**config.mk**
```make
export PLATFORM = sky130hd
export DESIGN_NAME = aac_au_header_rtp_fragmenter_unit
export DESIGN_NICKNAME = d
export VERILOG_FILES = /design/src/design/aahrf_pkg.sv /design/src/design/aahrf_divider.sv /design/src/design/aahrf_datapath.sv /design/src/design/aahrf_ctrl.sv /design/src/design/aac_au_header_rtp_fragmenter_unit.sv
export SDC_FILE = /design/constraint.sdc
export NUM_CORES = 1
export LEC_CHECK = 0
export BUFFER_PORTS_ARGS = -buffer_cell sky130_fd_sc_hd__buf_2
export CAP_MARGIN = 20
export CORE_MARGIN = 2
export CORE_UTILIZATION = 36
export DETAILED_ROUTE_END_ITERATION = 8
export PLACE_DENSITY = 0.56
export SLEW_MARGIN = 15
export SYNTH_ARGS = -nofsm -noshare
export SYNTH_HDL_FRONTEND = slang
export SYNTH_SLANG_ARGS = --single-unit
export TNS_END_PERCENT = 100
```
**constraint.sdc**
```tcl
create_clock -name clock -period 6.6 [get_ports clock]
set_clock_uncertainty 0.2 [all_clocks]
set_input_delay 0.99 -clock clock [delete_from_list [all_inputs] [get_ports clock]]
set_output_delay 0.99 -clock clock [all_outputs]
set_load 0.05 [all_outputs]
```
**src/design/aahrf_pkg.sv**
```systemverilog
//------------------------------------------------------------------------------
// aahrf_pkg
// Shared types and constants for the AAC AU header RTP fragmenter.
//------------------------------------------------------------------------------
`default_nettype none

package aahrf_pkg;

   // configuration register indexes
   localparam logic CSR_MTU_SIZE = 1'b0;
   localparam logic CSR_CYCLE_MS = 1'b1;

   localparam logic [13:0] MTU_RESET   = 14'd1400;
   localparam logic [31:0] CYCLE_RESET = 32'hFFFF_FFFF;
   localparam logic [13:0] MTU_OVERHEAD = 14'd20;

   // result slots of one transaction: four AU header bytes, then the data byte
   localparam logic [2:0] SLOT_HDR0 = 3'd0;
   localparam logic [2:0] SLOT_HDR1 = 3'd1;
   localparam logic [2:0] SLOT_HDR2 = 3'd2;
   localparam logic [2:0] SLOT_HDR3 = 3'd3;
   localparam logic [2:0] SLOT_DATA = 3'd4;

   localparam logic [7:0] AU_HDR_BYTE0 = 8'h00;
   localparam logic [7:0] AU_HDR_BYTE1 = 8'h10;

   typedef enum logic [1:0] {
      ST_IDLE,
      ST_MOD,
      ST_EMIT
   } state_type;

   typedef struct packed {
      logic accept;     // capture the input transaction
      logic div_start;  // start stamp modulo
      logic load_out;   // load next result into the output register
      logic finish;     // advance frame and fragment positions
   } cmd_type;

   typedef struct packed {
      logic first_byte;   // frame_pos is zero
      logic zero_len;     // incoming frame_length is zero
      logic div_done;     // modulo result ready
      logic out_free;     // output register can take a result
      logic last_result;  // current slot is the data byte
   } sts_type;

endpackage

`default_nettype wire

```
**src/design/aahrf_divider.sv**
```systemverilog
//------------------------------------------------------------------------------
// aahrf_divider
// Bit-serial restoring remainder unit, one quotient bit per cycle.
//------------------------------------------------------------------------------
`default_nettype none

module aahrf_divider
   import aahrf_pkg::*;
(
   input  wire logic        clock,
   input  wire logic        reset,
   input  wire logic        start,
   input  wire logic [31:0] dividend,
   input  wire logic [31:0] divisor,
   output logic             done,
   output logic [31:0]      remainder
);

   logic        busy_ff,  busy_in;
   logic        done_ff,  done_in;
   logic [4:0]  cnt_ff,   cnt_in;
   logic [31:0] num_ff,   num_in;
   logic [31:0] den_ff,   den_in;
   logic [31:0] rem_ff,   rem_in;
   logic [32:0] trial;

   // a zero divisor subtracts nothing, so the remainder ends equal to the dividend
   always_comb begin
      trial   = {rem_ff, num_ff[31]};
      busy_in = busy_ff;
      done_in = 1'b0;
      cnt_in  = cnt_ff;
      num_in  = num_ff;
      den_in  = den_ff;
      rem_in  = rem_ff;
      if (start) begin
         busy_in = 1'b1;
         cnt_in  = '0;
         num_in  = dividend;
         den_in  = divisor;
         rem_in  = '0;
      end else if (busy_ff) begin
         num_in = {num_ff[30:0], 1'b0};
         if (trial >= {1'b0, den_ff}) begin
            rem_in = 32'(trial - {1'b0, den_ff});
         end else begin
            rem_in = trial[31:0];
         end
         cnt_in = cnt_ff + 5'd1;
         if (cnt_ff == 5'd31) begin
            busy_in = 1'b0;
            done_in = 1'b1;
         end
      end
   end

   always_ff @(posedge clock) begin
      if (reset) begin
         busy_ff <= 1'b0;
         done_ff <= 1'b0;
         cnt_ff  <= '0;
      end else begin
         busy_ff <= busy_in;
         done_ff <= done_in;
         cnt_ff  <= cnt_in;
      end
      num_ff <= num_in;
      den_ff <= den_in;
      rem_ff <= rem_in;
   end

   assign done      = done_ff;
   assign remainder = rem_ff;

endmodule

`default_nettype wire

```
**src/design/aahrf_datapath.sv**
```systemverilog
//------------------------------------------------------------------------------
// aahrf_datapath
// Frame/fragment counters, latched frame fields, config and output register.
//------------------------------------------------------------------------------
`default_nettype none

module aahrf_datapath
   import aahrf_pkg::*;
(
   input  wire logic        clock,
   input  wire logic        reset,
   input  wire cmd_type     cmd,
   output sts_type          sts,
   input  wire logic        csr_write,
   input  wire logic        csr_addr,
   input  wire logic [31:0] csr_wdata,
   input  wire logic [7:0]  req_data_byte,
   input  wire logic [12:0] req_frame_length,
   input  wire logic [31:0] req_frame_stamp,
   output logic             rsp_valid,
   input  wire logic        rsp_stall,
   output logic [7:0]       rsp_payload_byte,
   output logic             rsp_packet_end,
   output logic             rsp_marker,
   output logic [31:0]      rsp_wrapped_stamp,
   output logic             rsp_run_last
);

   logic [13:0] mtu_ff;
   logic [31:0] cycle_ff;
   logic [12:0] frame_pos_ff,  frame_pos_in;
   logic [13:0] frag_pos_ff,   frag_pos_in;
   logic [12:0] length_ff;
   logic [31:0] stamp_ff;
   logic [7:0]  byte_ff;
   logic [2:0]  slot_ff,       slot_in;
   logic        valid_ff,      valid_in;
   logic [7:0]  out_byte_ff;
   logic        out_pend_ff;
   logic        out_mark_ff;
   logic [31:0] out_stamp_ff;
   logic        out_last_ff;

   logic        div_done;
   logic [31:0] div_rem;
   logic [13:0] limit;
   logic [12:0] frag_start;
   logic [12:0] remaining;
   logic        mark;
   logic        frame_end;
   logic        pend;
   logic [7:0]  slot_byte;

   aahrf_divider u_div (
      .clock     (clock),
      .reset     (reset),
      .start     (cmd.div_start),
      .dividend  (req_frame_stamp),
      .divisor   (cycle_ff),
      .done      (div_done),
      .remainder (div_rem)
   );

   // per-transaction decisions, from positions before the update
   always_comb begin
      limit      = (mtu_ff <= MTU_OVERHEAD) ? 14'd1 : 14'(mtu_ff - MTU_OVERHEAD);
      frag_start = ({1'b0, frame_pos_ff} >= frag_pos_ff)
                   ? 13'(frame_pos_ff - frag_pos_ff[12:0]) : '0;
      remaining  = 13'(length_ff - frag_start);
      mark       = (length_ff >= frag_start) && ({1'b0, remaining} <= limit);
      frame_end  = (14'({1'b0, frame_pos_ff}) + 14'd1) >= {1'b0, length_ff};
      pend       = frame_end || ((15'({1'b0, frag_pos_ff}) + 15'd1) >= {1'b0, limit});
      unique case (slot_ff)
         SLOT_HDR0: slot_byte = AU_HDR_BYTE0;
         SLOT_HDR1: slot_byte = AU_HDR_BYTE1;
         SLOT_HDR2: slot_byte = length_ff[12:5];
         SLOT_HDR3: slot_byte = {length_ff[4:0], 3'b000};
         default:   slot_byte = byte_ff;
      endcase
   end

   always_comb begin
      frame_pos_in = frame_pos_ff;
      frag_pos_in  = frag_pos_ff;
      slot_in      = slot_ff;
      valid_in     = valid_ff;
      if (cmd.accept) begin
         if (frame_pos_ff == '0) begin
            frag_pos_in = '0;
            slot_in     = SLOT_HDR0;
         end else begin
            slot_in = (frag_pos_ff == '0) ? SLOT_HDR0 : SLOT_DATA;
         end
      end
      if (cmd.load_out) begin
         slot_in = slot_ff + 3'd1;
      end
      if (cmd.finish) begin
         if (frame_end) begin
            frame_pos_in = '0;
            frag_pos_in  = '0;
         end else begin
            frame_pos_in = frame_pos_ff + 13'd1;
            frag_pos_in  = pend ? '0 : frag_pos_ff + 14'd1;
         end
      end
      if (cmd.load_out) begin
         valid_in = 1'b1;
      end else if (!rsp_stall) begin
         valid_in = 1'b0;
      end
   end

   always_ff @(posedge clock) begin
      if (reset) begin
         mtu_ff       <= MTU_RESET;
         cycle_ff     <= CYCLE_RESET;
         frame_pos_ff <= '0;
         frag_pos_ff  <= '0;
         length_ff    <= '0;
         stamp_ff     <= '0;
         slot_ff      <= '0;
         valid_ff     <= 1'b0;
      end else begin
         if (csr_write) begin
            unique case (csr_addr)
               CSR_MTU_SIZE: mtu_ff   <= csr_wdata[13:0];
               CSR_CYCLE_MS: cycle_ff <= csr_wdata;
               default:      ;
            endcase
         end
         frame_pos_ff <= frame_pos_in;
         frag_pos_ff  <= frag_pos_in;
         slot_ff      <= slot_in;
         valid_ff     <= valid_in;
         if (cmd.accept && frame_pos_ff == '0) begin
            length_ff <= req_frame_length;
         end
         if (div_done) begin
            stamp_ff <= div_rem;
         end
      end
   end

   always_ff @(posedge clock) begin
      if (cmd.accept) begin
         byte_ff <= req_data_byte;
      end
      if (cmd.load_out) begin
         out_byte_ff  <= slot_byte;
         out_pend_ff  <= (slot_ff == SLOT_DATA) && pend;
         out_mark_ff  <= mark;
         out_stamp_ff <= stamp_ff;
         out_last_ff  <= (slot_ff == SLOT_DATA);
      end
   end

   always_comb begin
      sts.first_byte  = (frame_pos_ff == '0);
      sts.zero_len    = (req_frame_length == '0);
      sts.div_done    = div_done;
      sts.out_free    = !valid_ff || !rsp_stall;
      sts.last_result = (slot_ff == SLOT_DATA);
   end

   assign rsp_valid         = valid_ff;
   assign rsp_payload_byte  = out_byte_ff;
   assign rsp_packet_end    = out_pend_ff;
   assign rsp_marker        = out_mark_ff;
   assign rsp_wrapped_stamp = out_stamp_ff;
   assign rsp_run_last      = out_last_ff;

endmodule

`default_nettype wire

```
**src/design/aahrf_ctrl.sv**
```systemverilog
//------------------------------------------------------------------------------
// aahrf_ctrl
// Sequencer: take a byte, wrap the stamp on a frame's first byte, emit results.
//------------------------------------------------------------------------------
`default_nettype none

module aahrf_ctrl
   import aahrf_pkg::*;
(
   input  wire logic    clock,
   input  wire logic    reset,
   input  wire logic    req_valid,
   output logic         req_stall,
   input  wire sts_type sts,
   output cmd_type      cmd
);

   state_type state_ff, state_in;

   always_comb begin
      state_in = state_ff;
      unique case (state_ff)
         ST_IDLE: begin
            if (req_valid) begin
               priority if (sts.first_byte && sts.zero_len) state_in = ST_IDLE;
               else if (sts.first_byte)                     state_in = ST_MOD;
               else                                         state_in = ST_EMIT;
            end
         end
         ST_MOD: begin
            if (sts.div_done) state_in = ST_EMIT;
         end
         ST_EMIT: begin
            if (sts.out_free && sts.last_result) state_in = ST_IDLE;
         end
         default: state_in = ST_IDLE;
      endcase
   end

   always_comb begin
      cmd       = '0;
      req_stall = 1'b1;
      unique case (state_ff)
         ST_IDLE: begin
            req_stall     = 1'b0;
            cmd.accept    = req_valid;
            cmd.div_start = req_valid && sts.first_byte && !sts.zero_len;
         end
         ST_MOD: ;
         ST_EMIT: begin
            cmd.load_out = sts.out_free;
            cmd.finish   = sts.out_free && sts.last_result;
         end
         default: ;
      endcase
   end

   always_ff @(posedge clock) begin
      if (reset) begin
         state_ff <= ST_IDLE;
      end else begin
         state_ff <= state_in;
      end
   end

endmodule

`default_nettype wire

```
**src/design/aac_au_header_rtp_fragmenter_unit.sv**
```systemverilog
//------------------------------------------------------------------------------
// aac_au_header_rtp_fragmenter_unit
// AAC frame to RTP payload fragmenter with 4-byte AU headers.
//------------------------------------------------------------------------------
// Frames arrive one byte per transaction; frame_length and frame_stamp are
// taken on a frame's first byte (a first byte with length zero is dropped).
// Each fragment carries at most mtu_size-20 data bytes (1 if mtu_size <= 20)
// and opens with the AU header 00 10 len[12:5] {len[4:0],000}. Every result
// carries the stamp modulo cycle_ms (unchanged when cycle_ms is 0), packet_end
// on a fragment's last byte, marker on all bytes of the final fragment, and
// run_last on the last result of a transaction.
// Timing: one byte is in work at a time. A byte inside a fragment is
// accepted and gives one result; a byte that opens a fragment is accepted
// and gives five results. A frame's first byte also waits for the stamp
// modulo, done by a bit-serial remainder unit at one bit per cycle. The output
// register lets the next byte be accepted while the last result still waits.
// Results are held back by rsp_stall. Write csr_* only while idle.
//------------------------------------------------------------------------------
`default_nettype none

module aac_au_header_rtp_fragmenter_unit
   import aahrf_pkg::*;
(
   input  wire logic        clock,
   input  wire logic        reset,
   // configuration
   input  wire logic        csr_write,
   input  wire logic        csr_addr,
   input  wire logic [31:0] csr_wdata,
   // input transactions
   input  wire logic        req_valid,
   output logic             req_stall,
   input  wire logic [7:0]  req_data_byte,
   input  wire logic [12:0] req_frame_length,
   input  wire logic [31:0] req_frame_stamp,
   // result transactions
   output logic             rsp_valid,
   input  wire logic        rsp_stall,
   output logic [7:0]       rsp_payload_byte,
   output logic             rsp_packet_end,
   output logic             rsp_marker,
   output logic [31:0]      rsp_wrapped_stamp,
   output logic             rsp_run_last
);

   cmd_type cmd;
   sts_type sts;

   aahrf_ctrl u_ctrl (
      .clock     (clock),
      .reset     (reset),
      .req_valid (req_valid),
      .req_stall (req_stall),
      .sts       (sts),
      .cmd       (cmd)
   );

   aahrf_datapath u_dp (
      .clock             (clock),
      .reset             (reset),
      .cmd               (cmd),
      .sts               (sts),
      .csr_write         (csr_write),
      .csr_addr          (csr_addr),
      .csr_wdata         (csr_wdata),
      .req_data_byte     (req_data_byte),
      .req_frame_length  (req_frame_length),
      .req_frame_stamp   (req_frame_stamp),
      .rsp_valid         (rsp_valid),
      .rsp_stall         (rsp_stall),
      .rsp_payload_byte  (rsp_payload_byte),
      .rsp_packet_end    (rsp_packet_end),
      .rsp_marker        (rsp_marker),
      .rsp_wrapped_stamp (rsp_wrapped_stamp),
      .rsp_run_last      (rsp_run_last)
   );

   // header bytes never close a packet
   a_hdr_no_end: assert property (@(posedge clock) disable iff (reset)
      (rsp_valid && !rsp_run_last) |-> !rsp_packet_end)
      else $error("AU header byte flagged as packet end");

   // no input is taken while results of a transaction are being produced
   a_emit_blocks_req: assert property (@(posedge clock) disable iff (reset)
      cmd.load_out |-> req_stall)
      else $error("input accepted during result emission");

   // positions advance only with the data byte of a transaction
   a_finish_on_data: assert property (@(posedge clock) disable iff (reset)
      cmd.finish |-> (cmd.load_out && sts.last_result))
      else $error("position update without data byte");

   // stamp modulo runs only for an accepted first byte
   a_div_on_accept: assert property (@(posedge clock) disable iff (reset)
      cmd.div_start |-> (cmd.accept && sts.first_byte && !sts.zero_len))
      else $error("modulo started without a frame start");

endmodule

`default_nettype wire

```
==> flow_summary_export.csv, run 1 <==
group,metric,value,unit
status,status,"completed",
critical_path,path_buf_inv,2,
critical_path,cp_data_arrival_time,6.26,ns
synth,syn_area,15000,um^2
placed_design,dp_slack,0.509,ns
min_path,hold_start,"u_dp.cycle_ff[8]",
drt,detail-route-antenna-nets,0,
synth,ys_dominant_reg_cell,"dfxtp_1",
floorplan,core_area,41000,um^2
cts,post_cts_resized,0,
synth,yosysWarnings,0,
synth,yosysSeqAreaShare,44.7,%
cts,cts_setup_buffers,0,
cells_and_area,utilization,42.4,%
cts,cts_buffer_depth,3,
critical_path,cp-start-kind,"register",
cells_and_area,fin_area,17400,um^2
drt,dr.max_layer_used,"met5",
critical_path,regToRegEndpoint,"u_dp.rsp_marker",
sta,setup_violations,0,
power_and_ir_drop,irDropWorstVdd,0.172,mV
power_and_ir_drop,p_leak,7.33,nW
drt,drt-total-wl,38.6,mm
cells_and_area,syn2layout_area_growth,15.7,%
synth,syn_nets,1804,
critical_path,path_max_fanout,11,
drt,drt_first_pass_iters,5,
cts,htree_levels,2,
sta,rsz0062_at_grt,"no",
grt,overflow,0,
placed_design,port_buffers,135,
floorplan,die_area,43400,um^2
grt,grtUsageTotal,17.6,%
critical_path,crit_type,"register to register",
drt,vias,11900,
sta,finalHoldViolations,0,
sta,worst_slew_pin_slew,0.977,ns
critical_path,required,6.80,ns
critical_path,worst_setup_path_end_kind,"register",
critical_path,rrSetupSlack,0.53,ns
floorplan,die_h,208,um
power_and_ir_drop,finalPower,4.65,mW
cts,clock-sinks,278,
drt,drc,0,
grt,grt_max_degree,76,
sta,final.min_clock_period,6.07,ns
sta,layout_worst_path_cycle_share,92.0,%
drt,wl_met3,1.90,mm
min_path,min_to,"u_dp.u_div.den_ff[8]",
critical_path,r2r_start,"u_dp.frame_pos_ff[0]",
cts,numCtsBuffers,34,
floorplan,ios,136,
min_path,hp-class,"register to register",
drt,met2WireLength,17.0,mm
drt,wl_per_cell,17.0,um
sta,relSlewSlack,33.2,%
cts,cts_hold_buf,0,
cells_and_area,drive_gt1_share,13.3,%
placed_design,placed_cell_area,16200,um^2
power_and_ir_drop,p_per_area,267,nW/um^2
cts,insertion_delay,0.53,ns
placed_design,place_inst,2205,
cts,root_buffer,"clkbuf_16",
cells_and_area,num-fill-cells,4021,
floorplan,fp.dieW,208,um
floorplan,start_util,36.6,%
placed_design,dp_hpwl,28.3,mm
flow_run,drv_cap,0,
synth,synth_cells,1599,
critical_path,slowest_stage,"fa_1",
synth,synth_edf_count,115,
synth,synth_cell_types,79,
grt,grt_pass1_wl,61.3,mm
drt,drt-initial-drc-count,721,
drt,wirelength_met1,18.8,mm
placed_design,gp_congestion,0.886,
cells_and_area,nets,1914,
critical_path,rr_worst_depth,28,
grt,antenna_found_initial,4,
critical_path,crit_family,"compound AO/OA/AOI/OAI gates",
sta,final-max-slew-violation-count,0,
floorplan,rows,74,
grt,grt_pass1_vias,11300,
synth,syn_area_per_cell,9.39,um^2
sta,hold-worst-slack,0.215,ns
sta,max_freq,0.165,GHz
min_path,min_path_cells,0,
drt,vias_per_cell,5.25,
critical_path,crit_path_frequent_cell,"a21oi_1",
cts,cts_tree,"done",
cells_and_area,final_cell_count_no_fill,2267,
synth,async_reset_ff_share,0,%
sta,fin_setup_tns,0,ns
cts,clk_pin_slew_worst_paths,0.06,ns
cells_and_area,layout_common_cells,"nand2_1 (252), dfxtp_1 (161), buf_2 (134)",
sta,setup_slack,0.531,ns
synth,ys_seq_elements,278,
critical_path,slowest_delay,0.42,ns
cells_and_area,final_common_cell,"nand2_1",
[final cells by class]
type | count | area (um^2) | area share [%]
Multi-Input combinational cell | 1153 | 7650 | 44.0
Sequential cell | 278 | 6720 | 38.7
Clock buffer | 50 | 1080 | 6.19
Timing Repair Buffer | 150 | 798 | 4.59
Tap cell | 532 | 666 | 3.83
Inverter | 92 | 345 | 1.99
Clock inverter | 11 | 123 | 0.706
Antenna cell | 1 | 2.50 | 0.0144
[cells by family after synthesis]
kind of cell	synth area share, %
AO/OA/AOI/OAI	15.9
XOR/XNOR	4.43
adder cells (fa/ha/maj)	9.65
buffers and inverters	4.54
flip-flops	44.7
multiplexers	3.41
AND/OR/NAND/NOR	17.4
[flip-flops by register name (all words and copies together) (netlist names), 2 cells and up]
name / flops
u_dp.u_div.den_ff: 32
u_dp.u_div.num_ff: 32
u_dp.mtu_ff: 14
u_dp.frag_pos_ff: 14
u_dp.cycle_ff: 32
u_dp.length_ff: 13
u_dp.u_div.cnt_ff: 5
u_dp.rsp_payload_byte: 8
u_dp.stamp_ff: 32
u_dp.u_div.remainder: 32
u_dp.frame_pos_ff: 13
u_dp.byte_ff: 8
u_dp.rsp_wrapped_stamp: 32
u_dp.slot_ff: 3
u_ctrl.state_ff: 2
[Yosys cell counts, types with 5 or more instances]
| master | number | area [um^2] |
|---|---|---|
| a211o_1 | 33 | 289 |
| a211oi_1 | 9 | 67.6 |
| a21o_1 | 28 | 210 |
| a21oi_1 | 74 | 370 |
| a22o_1 | 10 | 87.6 |
| a22oi_1 | 7 | 52.6 |
| a31oi_1 | 31 | 194 |
| a32o_1 | 11 | 110 |
| and2_1 | 5 | 31.3 |
| and3_1 | 42 | 263 |
| buf_1 | 5 | 18.8 |
| buf_2 | 7 | 35.0 |
| buf_6 | 5 | 56.3 |
| clkbuf_1 | 57 | 214 |
| dfxtp_1 | 163 | 3260 |
| edfxtp_1 | 115 | 3450 |
| ha_1 | 111 | 1390 |
| inv_1 | 91 | 342 |
| mux2i_1 | 50 | 500 |
| nand2_1 | 252 | 946 |
| nand2b_1 | 23 | 144 |
| nand3_1 | 32 | 160 |
| nand3b_1 | 7 | 52.6 |
| nand4_1 | 18 | 113 |
| nor2_1 | 104 | 390 |
| nor2b_1 | 17 | 106 |
| nor3_1 | 28 | 140 |
| nor4_1 | 13 | 81.3 |
| o21a_1 | 10 | 75.1 |
| o21ai_0 | 68 | 340 |
| o21bai_1 | 7 | 52.6 |
| o31ai_1 | 6 | 45.0 |
| xnor2_1 | 51 | 447 |
| xor2_1 | 25 | 219 |
[worst max-delay path by stage]
stage	start	to	cells after the start
finish	u_dp.frame_pos_ff[0]	u_dp.rsp_marker	28
global route	u_dp.frame_pos_ff[0]	u_dp.rsp_marker	26
CTS	u_dp.frame_pos_ff[0]	u_dp.rsp_marker	28
detailed placement	u_dp.frame_pos_ff[0]	u_dp.rsp_marker	28
global placement	u_dp.frame_pos_ff[0]	u_dp.rsp_marker	26
floorplan	u_dp.frame_pos_ff[0]	u_dp.rsp_marker	28
[worst register-to-register path, delay by kind of cell, from the launching register on]
family                     cells  cell delay [ns]
AOI/OAI and AO/OA             14             2.73
adders and majority gates      4             1.24
and+or+nand+nor                7             0.96
DFF                            1             0.38
buffers and inverters          2             0.29
xor gates and xnor gates       1             0.15
[layer usage]
| layer | GRT usage, % | vias to the layer above |
|---|---|---|
| li1 | - | 5943 |
| met1 | 24.8 | 5652 |
| met2 | 27.0 | 234 |
| met3 | 3.86 | 63 |
| met4 | 5.01 | 6 |
| met5 | 0 | - |
[report_power, final]
part / internal (mW) / total, mW / switching (mW)
registers: 1.90 / 1.98 / 0.0810
clock network: 1.21 / 1.95 / 0.739
logic: 0.281 / 0.713 / 0.431
total: 3.40 / 4.65 / 1.25
Note: power is estimated with default switching activity, not from simulation.
==> run 2, diff against run 1 <==
--- a/config.mk
+++ b/config.mk
@@ -10,7 +10,7 @@
 export CORE_MARGIN = 2
 export CORE_UTILIZATION = 36
 export DETAILED_ROUTE_END_ITERATION = 8
-export PLACE_DENSITY = 0.56
+export PLACE_DENSITY = 0.59
 export SLEW_MARGIN = 15
 export SYNTH_ARGS = -nofsm -noshare
 export SYNTH_HDL_FRONTEND = slang
==> run 2 against run 1 <==
  * Setup slack better by 0.076 ns
  * Die area is the same
  * Routed wire length is 1.2% lower
  * Sequential cell count did not move
  * Global-route usage fell by 0.24 points
  * First-iteration DRC count rose by 16%
  * Non-clock buffer count fell by 1
  * Final cell count is 0.18% lower
  * Utilization shrank 0.39 points
  * Critical path depth down 1
  * Fmax is 1.3% higher
  * Sequential power barely moved
  * Largest power group unchanged
  * Highest routed layer unchanged
==> flow_summary_export.csv, run 2 (same netlist as run 1, synthesis figures left out) <==
group,metric,value,unit
status,status,"completed",
floorplan,fp.dieW,208,um
drt,wirelength_met1,18.3,mm
cells_and_area,syn2layout_area_growth,14.7,%
drt,vias,11900,
drt,detail-route-antenna-nets,0,
grt,grtUsageTotal,17.3,%
grt,grt_pass1_wl,61.0,mm
critical_path,path_max_fanout,11,
grt,overflow,0,
drt,wl_met3,1.94,mm
min_path,hp-class,"register to register",
cts,clk_pin_slew_worst_paths,0.06,ns
cells_and_area,layout_common_cells,"nand2_1 (251), dfxtp_1 (161), buf_2 (134)",
critical_path,cp-start-kind,"register",
cts,root_buffer,"clkbuf_16",
sta,rsz0062_at_grt,"no",
sta,setup_violations,0,
sta,final.min_clock_period,5.99,ns
drt,dr.max_layer_used,"met5",
drt,drc,0,
sta,worst_slew_pin_slew,1.06,ns
cts,htree_levels,1,
sta,fin_setup_tns,0,ns
floorplan,start_util,36.6,%
cells_and_area,final_common_cell,"nand2_1",
critical_path,rrSetupSlack,0.61,ns
placed_design,port_buffers,135,
cells_and_area,final_cell_count_no_fill,2263,
drt,vias_per_cell,5.27,
grt,grt_pass1_vias,11300,
grt,antenna_found_initial,5,
sta,max_freq,0.167,GHz
floorplan,ios,136,
cells_and_area,utilization,42.0,%
cts,clock-sinks,278,
critical_path,crit_type,"register to register",
power_and_ir_drop,irDropWorstVdd,0.212,mV
drt,drt-total-wl,38.2,mm
critical_path,required,6.83,ns
placed_design,gp_congestion,0.890,
power_and_ir_drop,p_leak,7.26,nW
cts,cts_buffer_depth,3,
drt,drt_first_pass_iters,5,
floorplan,die_h,208,um
critical_path,cp_data_arrival_time,6.22,ns
cts,numCtsBuffers,31,
sta,final-max-slew-violation-count,0,
placed_design,place_inst,2203,
drt,met2WireLength,17.0,mm
floorplan,core_area,41000,um^2
cells_and_area,nets,1910,
floorplan,die_area,43400,um^2
sta,finalHoldViolations,0,
flow_run,drv_cap,0,
cts,insertion_delay,0.57,ns
floorplan,rows,74,
placed_design,dp_hpwl,28.1,mm
sta,layout_worst_path_cycle_share,90.8,%
cells_and_area,drive_gt1_share,13.0,%
cts,cts_tree,"done",
critical_path,worst_setup_path_end_kind,"register",
grt,grt_max_degree,86,
drt,drt-initial-drc-count,835,
power_and_ir_drop,finalPower,4.41,mW
cells_and_area,num-fill-cells,4049,
sta,relSlewSlack,27.7,%
power_and_ir_drop,p_per_area,256,nW/um^2
cts,cts_setup_buffers,0,
drt,wl_per_cell,16.9,um
run 2: layout make-up:
| class | count | area, um^2 | area share [%] |
|---|---|---|---|
| Timing Repair Buffer | 149 | 796 | 4.62 |
| Inverter | 92 | 345 | 2.01 |
| Clock inverter | 12 | 100 | 0.581 |
| Tap cell | 532 | 666 | 3.87 |
| Sequential cell | 278 | 6720 | 39.0 |
| Multi-Input combinational cell | 1153 | 7650 | 44.5 |
| Clock buffer | 46 | 936 | 5.44 |
| Antenna cell | 1 | 2.50 | 0.0145 |
run 2: per-layer routing:
metal | vias to the layer above | GRT usage (%)
met5 | - | 0
met4 | 8 | 4.91
met3 | 60 | 3.11
met2 | 262 | 27.3
met1 | 5649 | 24.3
li1 | 5941 | -
run 2: final timing paths:
| kind | startpoint | endpoint | cells after the start |
|---|---|---|---|
| min | u_dp.cycle_ff[31] | u_dp.u_div.den_ff[31] | 0 |
| min reg2reg | u_dp.cycle_ff[31] | u_dp.u_div.den_ff[31] | 0 |
| max reg2reg | u_dp.frame_pos_ff[0] | u_dp.rsp_marker | 27 |
| max | u_dp.frame_pos_ff[0] | u_dp.rsp_marker | 27 |
run 2: report_power, final:
part | internal [mW] | switching (mW)
Combinational | 0.280 | 0.430
Clock | 1.02 | 0.698
Sequential | 1.90 | 0.0784
Total | 3.20 | 1.21
run 2: worst max-delay path, stage by stage, from the launching register on:
cell and delay (ns):
dfxtp_1 0.38, inv_1 0.10, ha_1 0.21, fa_1 0.41, nor2b_1 0.13, o21ai_0 0.11, a21oi_1 0.22, o21ai_0 0.15
a21oi_2 0.27, a211oi_1 0.11, o21a_1 0.22, nor3_1 0.21, buf_4 0.21, nand2_1 0.07, ha_1 0.34, nand2_1 0.09
o21ai_0 0.14, a21oi_1 0.11, o21ai_0 0.40, xor2_1 0.24, ha_1 0.27, a21o_1 0.18, a21o_1 0.17, a21oi_1 0.15
nor2b_1 0.07, o31a_1 0.28, o31ai_1 0.20, o221a_2 0.22
run 2: per-stage QoR:
stage | hold slack [ns] | area, um^2 | setup slack [ns]
4_1_cts | 0.232 | 17200 | 0.503
3_3_place_gp | 0.214 | 16100 | 0.683
2_1_floorplan | 0.208 | 15000 | 1.11
6_report | 0.230 | 17200 | 0.607
5_1_grt | 0.243 | 17200 | 0.0835
3_5_place_dp | 0.216 | 16100 | 0.545
run 2: what timing repair did:
| action | in CTS | in global routing |
|---|---|---|
| hold buffers | 0 | 0 |
| setup endpoints to repair | 0 | 1 |
| gates resized for setup | 0 | 3 |
==> run 3, diff against run 2 <==
--- a/config.mk
+++ b/config.mk
@@ -5,12 +5,13 @@
 export SDC_FILE = /design/constraint.sdc
 export NUM_CORES = 1
 export LEC_CHECK = 0
+export ABC_CLOCK_PERIOD_IN_PS = 6600
 export BUFFER_PORTS_ARGS = -buffer_cell sky130_fd_sc_hd__buf_2
 export CAP_MARGIN = 20
 export CORE_MARGIN = 2
 export CORE_UTILIZATION = 36
 export DETAILED_ROUTE_END_ITERATION = 8
-export PLACE_DENSITY = 0.59
+export PLACE_DENSITY = 0.52
 export SLEW_MARGIN = 15
 export SYNTH_ARGS = -nofsm -noshare
 export SYNTH_HDL_FRONTEND = slang
==> run 3 against run 2 <==
  * Final area increased by 0.21%
  * Total power increased by 2.2%
  * Combinational power is essentially flat
==> flow_summary_export.csv, run 3 (same netlist as run 1, synthesis figures left out) <==
group,metric,value,unit
status,status,"completed",
critical_path,regToRegEndpoint,"u_dp.rsp_marker",
power_and_ir_drop,p_per_area,261,nW/um^2
min_path,min_path_cells,0,
sta,relSlewSlack,27.1,%
cells_and_area,syn2layout_area_growth,14.9,%
placed_design,dp_hpwl,28.8,mm
floorplan,start_util,36.6,%
cts,cts_buffer_depth,3,
placed_design,dp_slack,0.462,ns
min_path,hp-class,"register to register",
drt,detail-route-antenna-nets,0,
floorplan,fp.dieW,208,um
critical_path,crit_type,"register to register",
floorplan,rows,74,
cts,clock-sinks,278,
cts,cts_tree,"done",
floorplan,core_area,41000,um^2
drt,vias,11800,
sta,fin_setup_tns,0,ns
floorplan,die_area,43400,um^2
cts,cts_setup_buffers,0,
grt,grt_use_met1,27.0,%
cells_and_area,layout_common_cells,"nand2_1 (252), dfxtp_1 (161), buf_2 (134)",
critical_path,rrSetupSlack,0.54,ns
grt,grtUsageTotal,18.2,%
min_path,hold_start,"u_dp.cycle_ff[18]",
critical_path,cp-start-kind,"register",
cts,insertion_delay,0.54,ns
placed_design,place_inst,2203,
critical_path,rr_worst_depth,28,
sta,final.min_clock_period,6.06,ns
critical_path,path_max_fanout,10,
sta,setup_slack,0.537,ns
flow_run,drv_cap,0,
drt,drt_first_pass_iters,5,
critical_path,required,6.81,ns
sta,setup_violations,0,
power_and_ir_drop,finalPower,4.51,mW
grt,grt_pass1_wl,63.7,mm
critical_path,worst_setup_path_end_kind,"register",
placed_design,gp_congestion,0.857,
drt,drt-total-wl,39.5,mm
sta,layout_worst_path_cycle_share,91.9,%
power_and_ir_drop,irDropWorstVdd,0.160,mV
placed_design,placed_cell_area,16200,um^2
cells_and_area,fin_area,17300,um^2
cells_and_area,utilization,42.1,%
sta,rsz0062_at_grt,"no",
min_path,min_to,"u_dp.u_div.den_ff[18]",
critical_path,crit_path_frequent_cell,"o21ai_0",
critical_path,r2r_start,"u_dp.frame_pos_ff[0]",
floorplan,ios,136,
cells_and_area,drive_gt1_share,12.9,%
critical_path,slowest_stage,"fa_1",
sta,max_freq,0.165,GHz
floorplan,die_h,208,um
drt,wl_per_cell,17.5,um
critical_path,cp_data_arrival_time,6.27,ns
sta,finalHoldViolations,0,
grt,antenna_found_initial,3,
cts,post_cts_resized,0,
drt,drt-initial-drc-count,655,
sta,worst_slew_pin_slew,1.07,ns
drt,vias_per_cell,5.22,
placed_design,port_buffers,135,
grt,grt_pass1_vias,11500,
power_and_ir_drop,p_leak,7.26,nW
grt,gr-usage-met2,27.2,%
cts,cts_hold_buf,0,
grt,grt_busiest_layer,"met2",
grt,grt_max_degree,74,
drt,drc,0,
cells_and_area,final_cell_count_no_fill,2265,
sta,final-max-slew-violation-count,0,
cts,htree_levels,2,
grt,grt_use_met3,3.26,%
cts,clk_pin_slew_worst_paths,0.06,ns
sta,hold-worst-slack,0.227,ns
cts,root_buffer,"clkbuf_16",
critical_path,slowest_delay,0.40,ns
cells_and_area,nets,1912,
cts,numCtsBuffers,34,
grt,overflow,0,
cells_and_area,final_common_cell,"nand2_1",
==> run 3: worst max-delay path, delay by kind of cell (launching register included) <==
family,cells,cell delay (ns)
adders and majority gates,4,1.27
AOI/OAI and AO/OA,14,2.64
buffers and inverters,2,0.32
and+or+nand+nor,8,1.11
DFF,1,0.39
==> run 3: power breakdown <==
group	switching, mW	internal [mW]	leakage, nW
sequential	0.0850	1.90	2.39
clock	0.746	1.06	0.520
combinational	0.429	0.283	4.35
total	1.26	3.25	7.26
==> run 3: layout make-up <==
class,instances,area [um^2]
inverter,92,345
tap,532,666
clock buffer,45,912
timing repair buffer,148,796
clock inverter,16,159
antenna,1,2.50
fill,4086,23800
multi-input combinational,1153,7650
sequential,278,6720
==> run 3: worst max path at each step <==
| stage | from | end | slack, ns | cells past startpoint |
|---|---|---|---|---|
| after floorplan | u_dp.frame_pos_ff[0] | u_dp.rsp_marker | 1.11 | 28 |
| after global placement | u_dp.frame_pos_ff[0] | u_dp.rsp_marker | 0.56 | 28 |
| after detailed placement | u_dp.frame_pos_ff[0] | u_dp.rsp_marker | 0.46 | 28 |
| after CTS | u_dp.frame_pos_ff[0] | u_dp.rsp_marker | 0.42 | 28 |
| after global routing | u_dp.frame_pos_ff[0] | u_dp.rsp_marker | 0.05 | 28 |
| final | u_dp.frame_pos_ff[0] | u_dp.rsp_marker | 0.54 | 28 |
==> run 3: routing by layer <==
metal / routed length (um) / vias up
met5: 21 / -
met3: 1650 / 48
li1: - / 5968
met4: 618 / 4
met1: 20500 / 5611
met2: 16700 / 194
